**src/design/assert_macros.svh**
```systemverilog
// ---------------------------------------------------------------------------
// Assertion macros
// Clocked concurrent assertion forms used by the skinning controller.
// ---------------------------------------------------------------------------
`ifndef ASSERT_MACROS_SVH
`define ASSERT_MACROS_SVH

// Assertion that is switched off while reset is high.
`define LBS_ASSERT(lbl, clk, rst, prop, msg) \
   lbl: assert property (@(posedge clk) disable iff (rst) prop) else $error(msg);

// Assertion that is checked at every edge, reset included.
`define LBS_ASSERT_ALWAYS(lbl, clk, prop, msg) \
   lbl: assert property (@(posedge clk) prop) else $error(msg);

`endif

```
**src/design/lbs_pkg.sv**
```systemverilog
// ---------------------------------------------------------------------------
// Linear blend skinning package
// Function and pass codes, the controller command word and saturation helpers.
// ---------------------------------------------------------------------------
`default_nettype none

package lbs_pkg;

   localparam int WEIGHT_BITS = 16;

   typedef enum logic [1:0] {
      FUNC_BIND = 2'd0,
      FUNC_INV  = 2'd1,
      FUNC_POSE = 2'd2,
      FUNC_INFL = 2'd3
   } lbs_func_type;

   typedef enum logic [1:0] {
      PASS_BIND   = 2'd0,
      PASS_INV    = 2'd1,
      PASS_POSE   = 2'd2,
      PASS_WEIGHT = 2'd3
   } lbs_pass_type;

   typedef struct packed {
      logic         load;
      logic         start;
      logic         issue;
      lbs_pass_type pass;
      logic [3:0]   idx;
      logic         v_from_res;
      logic         emit;
   } lbs_cmd_type;

   localparam logic signed [63:0] S32_MAX = 64'sh0000_0000_7FFF_FFFF;
   localparam logic signed [63:0] S32_MIN = 64'shFFFF_FFFF_8000_0000;
   localparam logic signed [63:0] S48_MAX = 64'sh0000_7FFF_FFFF_FFFF;
   localparam logic signed [63:0] S48_MIN = 64'shFFFF_8000_0000_0000;

   function automatic logic signed [31:0] sat32(input logic signed [63:0] v);
      logic signed [31:0] r;
      if (v > S32_MAX) r = 32'sh7FFF_FFFF;
      else if (v < S32_MIN) r = 32'sh8000_0000;
      else r = $signed(v[31:0]);
      return r;
   endfunction

   function automatic logic signed [47:0] sat48(input logic signed [63:0] v);
      logic signed [47:0] r;
      if (v > S48_MAX) r = 48'sh7FFF_FFFF_FFFF;
      else if (v < S48_MIN) r = 48'sh8000_0000_0000;
      else r = $signed(v[47:0]);
      return r;
   endfunction

endpackage

`default_nettype wire

```
**src/design/lbs_ctrl.sv**
```systemverilog
// ---------------------------------------------------------------------------
// Skinning controller
// Sequences the three matrix passes, the weighting and the result hand-off.
// ---------------------------------------------------------------------------
`default_nettype none
`include "assert_macros.svh"

module lbs_ctrl import lbs_pkg::*; (
   input  wire logic       clock,
   input  wire logic       reset,
   input  wire logic       req_valid,
   output logic            req_ready,
   input  wire logic [1:0] req_func,
   input  wire logic       req_last,
   output logic            rsp_valid,
   input  wire logic       rsp_ready,
   output lbs_cmd_type     cmd
);

   typedef enum logic [5:0] {
      S_IDLE   = 6'b000001,
      S_MAT    = 6'b000010,
      S_DRAIN  = 6'b000100,
      S_WEIGHT = 6'b001000,
      S_WDRAIN = 6'b010000,
      S_FIN    = 6'b100000
   } lbs_state_type;

   lbs_state_type state_ff, state_in;
   lbs_pass_type  pass_ff, pass_in;
   logic [3:0]    idx_ff, idx_in;
   logic [1:0]    cnt_ff, cnt_in;
   logic          last_ff, last_in;
   logic          rsp_valid_ff, rsp_valid_in;

   always_comb begin
      state_in = state_ff;
      pass_in  = pass_ff;
      idx_in   = idx_ff;
      cnt_in   = cnt_ff;
      last_in  = last_ff;
      cmd      = '0;
      cmd.pass = pass_ff;
      cmd.idx  = idx_ff;
      case (state_ff)
         S_IDLE: begin
            if (req_valid) begin
               if (lbs_func_type'(req_func) == FUNC_INFL) begin
                  cmd.start = 1'b1;
                  last_in   = req_last;
                  pass_in   = PASS_BIND;
                  idx_in    = '0;
                  state_in  = S_MAT;
               end else begin
                  cmd.load = 1'b1;
               end
            end
         end
         S_MAT: begin
            cmd.issue = 1'b1;
            idx_in    = idx_ff + 4'd1;
            if (idx_ff == 4'd15) begin
               state_in = S_DRAIN;
               cnt_in   = '0;
            end
         end
         S_DRAIN: begin
            // Wait until the last column has passed the table read and product registers into the result.
            cnt_in = cnt_ff + 2'd1;
            if (cnt_ff == 2'd2) begin
               cmd.v_from_res = 1'b1;
               cnt_in         = '0;
               idx_in         = '0;
               if (pass_ff == PASS_POSE) begin
                  pass_in  = PASS_WEIGHT;
                  state_in = S_WEIGHT;
               end else begin
                  pass_in  = lbs_pass_type'(pass_ff + 2'd1);
                  state_in = S_MAT;
               end
            end
         end
         S_WEIGHT: begin
            cmd.issue = 1'b1;
            idx_in    = idx_ff + 4'd1;
            if (idx_ff == 4'd2) begin
               state_in = S_WDRAIN;
               cnt_in   = '0;
               idx_in   = '0;
            end
         end
         S_WDRAIN: begin
            cnt_in = cnt_ff + 2'd1;
            if (cnt_ff == 2'd1) state_in = S_FIN;
         end
         S_FIN: begin
            if (!last_ff) begin
               state_in = S_IDLE;
            end else if (!rsp_valid_ff || rsp_ready) begin
               cmd.emit = 1'b1;
               state_in = S_IDLE;
            end
         end
         default: state_in = S_IDLE;
      endcase
   end

   always_comb begin
      if (cmd.emit) rsp_valid_in = 1'b1;
      else if (rsp_ready) rsp_valid_in = 1'b0;
      else rsp_valid_in = rsp_valid_ff;
   end

   always_ff @(posedge clock) begin
      if (reset) begin
         state_ff     <= S_IDLE;
         pass_ff      <= PASS_BIND;
         idx_ff       <= '0;
         cnt_ff       <= '0;
         last_ff      <= 1'b0;
         rsp_valid_ff <= 1'b0;
      end else begin
         state_ff     <= state_in;
         pass_ff      <= pass_in;
         idx_ff       <= idx_in;
         cnt_ff       <= cnt_in;
         last_ff      <= last_in;
         rsp_valid_ff <= rsp_valid_in;
      end
   end

   assign req_ready = (state_ff == S_IDLE);
   assign rsp_valid = rsp_valid_ff;

   `LBS_ASSERT(a_emit_slot_free, clock, reset, cmd.emit |-> (!rsp_valid_ff || rsp_ready), "result overwritten")
   `LBS_ASSERT(a_emit_shows, clock, reset, cmd.emit |=> rsp_valid_ff, "emitted item not shown")
   `LBS_ASSERT(a_start_pass, clock, reset, cmd.start |=> (state_ff == S_MAT && pass_ff == PASS_BIND && idx_ff == 4'd0), "bad pass start")
   `LBS_ASSERT(a_weight_lanes, clock, reset, (state_ff == S_WEIGHT) |-> (idx_ff <= 4'd2), "weight lane out of range")

endmodule

`default_nettype wire
```
**config.mk**
```make
export PLATFORM = sky130hd
export DESIGN_NAME = lbs_ctrl
export DESIGN_NICKNAME = d
export VERILOG_FILES = /design/src/design/lbs_pkg.sv /design/src/design/lbs_ctrl.sv
export VERILOG_INCLUDE_DIRS = /design/src /design/src/design
export SDC_FILE = /design/constraint.sdc
export NUM_CORES = 1
export LEC_CHECK = 0
export CORE_MARGIN = 2
export CORE_UTILIZATION = 40
export CTS_CLUSTER_SIZE = 16
export DETAILED_ROUTE_END_ITERATION = 7
export DONT_BUFFER_PORTS = 1
export SYNTH_ARGS = -nofsm -noshare
export SYNTH_HDL_FRONTEND = slang
export SYNTH_SLANG_ARGS = --single-unit
```
**constraint.sdc**
```tcl
create_clock -name clock -period 2.4 [get_ports clock]
set_input_delay 0.48 -clock clock [delete_from_list [all_inputs] [get_ports clock]]
set_output_delay 0.48 -clock clock [all_outputs]
set_load 0.05 [all_outputs]
```
==> summary.md <==
| Metric | Value |
|---|---|
| CTS H-Tree Depth | 1 |
| Worst Path Required | 1.92 ns |
| Worst-Skew Late Latency | 0.29 ns |
| Maximum root-to-sink buffer count | 2 |
| Starting Density | 0.432 |
| Peak Freq | 427 MHz |
| Average cell area after synthesis | 8.25 um2 |
| Synth area leader | dfxtp_1 |
| Internal power | 0.000522 W |
| DR vias | 922 |
| Share of cells above drive strength 1 | 0.263 |
| CP max FO | 5 |
| Worst Skew | 0.00647 ns |
| Vias in the first global route | 870 |
| Grt peak-use layer | met2 |
| Sequential area share after synthesis | 0.326 |
| GR Layer Usage met3 | 0.0361 |
| Port Buffers | 0 |
| Die area | 2870 um2 |
| Clock transition at path regs | 0.09 ns |
| Max Cap Viol | 0 |
| Largest net degree at the start of global routing | 17 |
| GRT Util Overall | 0.191 |
| CP Launch Type | flip-flop |
| Yosys warns | 0 |
| NetSw | 0.000397 W |
| Fin crit share | 0.976 |
| Distinct cells, synth | 37 |
| Root buf cell | clkbuf_4 |
| VDD IR max | 0.726 mV |
| Leak | 0.454 nW |
| Post-CTS setup buffer count | 0 |
| Final Hold Viols | 0 |
| Synth Register Bits | 16 |
| CORE AREA | 2280 um2 |
| Fin util | 0.531 |
| Ports | 20 |
| DRT Pass-1 Iters | 4 |
| Global Route met1 Usage | 0.242 |
| Gate Count Post-Synth | 119 |
| Hold buffers post-CTS | 0 |
| Clk network pwr share | 0.153 |
| Post-route antenna net violation count | 0 |
| Tmin final | 2.34 ns |
| Sequential share of power | 0.339 |
| Number of antenna violations at the first check in global routing | 0 |
| GP Congestion | 0.911 |
| Setup-failing EPs final | 0 |
| CP endpoint kind | output pin |
| Initial DRC Count | 28 |
| Met2 usage in global routing | 0.317 |
| CTS sink cnt | 16 |
| Routed wire length | 2340 um |
| First-pass GRT wire length | 3900 um |
| PwrDens | 760 nW/um2 |
| Layout Nets | 149 |
| Fraction of power spent switching nets | 0.432 |
| Crit path DAT | 1.86 ns |
| Ant. Diodes | 0 |
| Unrepaired setup endpoints after global routing | true |
| Slew Viols, Final | 0 |
| Post-route DRC | 0 |
| Final hold slack | 0.249 ns |
| Top cells by area, synth | dfxtp_1 33%, ha_1 8.9%, a21oi_1 5.6% |
| CTS buffer count | 3 |
| Std-Cell Rows | 17 |
| Routed len/inst | 14.5 um |
| Worst-margin pin slew | 0.672 ns |
| Run status | finished clean |
| Critical path class | reg2out |
| Syn nets | 133 |
| DIE WIDTH | 53.6 um |
| Relative slew slack | 0.548 |
| Post-Syn Area | 982 um2 |
| DP HPWL | 1850 um |
| CTS tree | done |
| Logic pwr share | 0.509 |
| GR Overflow Total | 0 |
| Vias per Instance | 5.73 |
| Chip Height | 53.6 um |
| Layout Area Growth over Synthesis | 23.1% |
| Top-area cell type share of the netlist area | 0.326 |
| Hold WC Path Type | in2reg |
==> path summary, 6_finish.rpt <==
path / depth (start not counted) / slack (ns) / start / end
worst max-delay path: 4 / 0.06 / state_ff[2] / cmd[0]
worst min-delay path: 1 / 0.25 / reset / idx_ff[3]
worst max register to register: 5 / 0.28 / state_ff[4] / state_ff[0]
worst min register to register: 2 / 0.50 / cnt_ff[1] / cnt_ff[1]
==> state kept, by name, summed over array words and instances, names as in the netlist <==
| signal | flops |
|---|---|
| pass_ff | 2 |
| rsp_valid | 1 |
| state_ff | 6 |
| last_ff | 1 |
| idx_ff | 4 |
| cnt_ff | 2 |
==> critical path, stage by stage (launching register included) <==
cell,delay (ns)
dfxtp_2,0.35
or4_4,0.55
or3_4,0.39
nor2b_2,0.13
buf_6,0.16
==> Yosys cell counts, drive strengths merged <==
library cell	instances
a2111oi	1
a211oi	2
a21oi	11
a22oi	2
a311o	1
a311oi	2
a31oi	3
a32oi	1
and2	1
and3	1
buf	2
clkbuf	2
dfxtp	16
ha	7
inv	10
mux2i	1
nand2	6
nand2b	5
nand3	5
nand4	2
nor2	12
nor2b	2
nor3	3
nor3b	2
nor4	3
nor4b	1
o211ai	1
o21a	1
o21ai	5
o32a	1
o32ai	1
or2	1
or3	2
or4	3
==> stage by stage <==
stage | total power (W) | cells | TNS, ns | cell area (um2) | setup slack, ns
after floorplan | 0.000645 | 119 | 0 | 991 | 0.121
after global placement | 0.000757 | 158 | 0 | 1160 | 0.219
after detailed placement | 0.000764 | 158 | 0 | 1160 | 0.191
after CTS | 0.000911 | 161 | 0 | 1190 | 0.00493
after global routing | 0.000970 | 161 | -0.00762 | 1210 | -0.00762
final | 0.000919 | 161 | 0 | 1210 | 0.0577
==> kinds of logic after synthesis <==
| group | after synthesis | synth area share |
|---|---|---|
| compound gates | 32 | 0.246 |
| fa+ha+maj | 7 | 0.0892 |
| buf+inv | 14 | 0.0586 |
| flops | 16 | 0.326 |
| mux | 1 | 0.0102 |
| simple gates | 49 | 0.270 |
==> what timing repair did <==
action,4_1_cts,5_1_grt
gates cloned,0,0
resized for setup,2,7
setup endpoints to repair,1,4
endpoints found under the hold margin,0,0
==> power groups by stage <==
| stage | clock network, W | logic, W | registers [W] |
|---|---|---|---|
| finish | 0.000140 | 0.000467 | 0.000311 |
| floorplan | 0 | 0.000326 | 0.000319 |
| detailed placement | 0 | 0.000453 | 0.000311 |
| CTS | 0.000143 | 0.000460 | 0.000308 |
| global route | 0.000156 | 0.000502 | 0.000312 |
| global placement | 0 | 0.000446 | 0.000311 |
==> cell usage in the layout, fill, tap and decap left out, types with 4 or more instances in the layout <==
cell type | synthesis | routed
ha_1 | 7 | 7
nand2_1 | 6 | 6
nand2b_1 | 5 | 5
a21oi_1 | 11 | 10
nand3_1 | 5 | 5
inv_1 | 10 | 10
o21ai_0 | 4 | 4
dfxtp_1 | 16 | 14
nor2_1 | 11 | 10
buf_4 | 1 | 11
==> routing by layer <==
| layer | wire length (um) | vias up | part of all wire |
|---|---|---|---|
| li1 | - | 469 | - |
| met1 | 1100 | 430 | 0.47 |
| met3 | 81 | 5 | 0.035 |
| met5 | 0 | - | 0 |
| met4 | 42 | 0 | 0.018 |
| met2 | 1120 | 18 | 0.48 |
==> layout make-up <==
| class | count | area (um2) |
|---|---|---|
| Fill cell | 219 | 1070 |
| Multi-Input combinational cell | 89 | 637 |
| Sequential cell | 16 | 323 |
| Timing Repair Buffer | 15 | 154 |
| Inverter | 10 | 37.5 |
| Tap cell | 28 | 35.0 |
| Clock buffer | 3 | 22.5 |
Note: power is estimated with default switching activity, not from simulation.
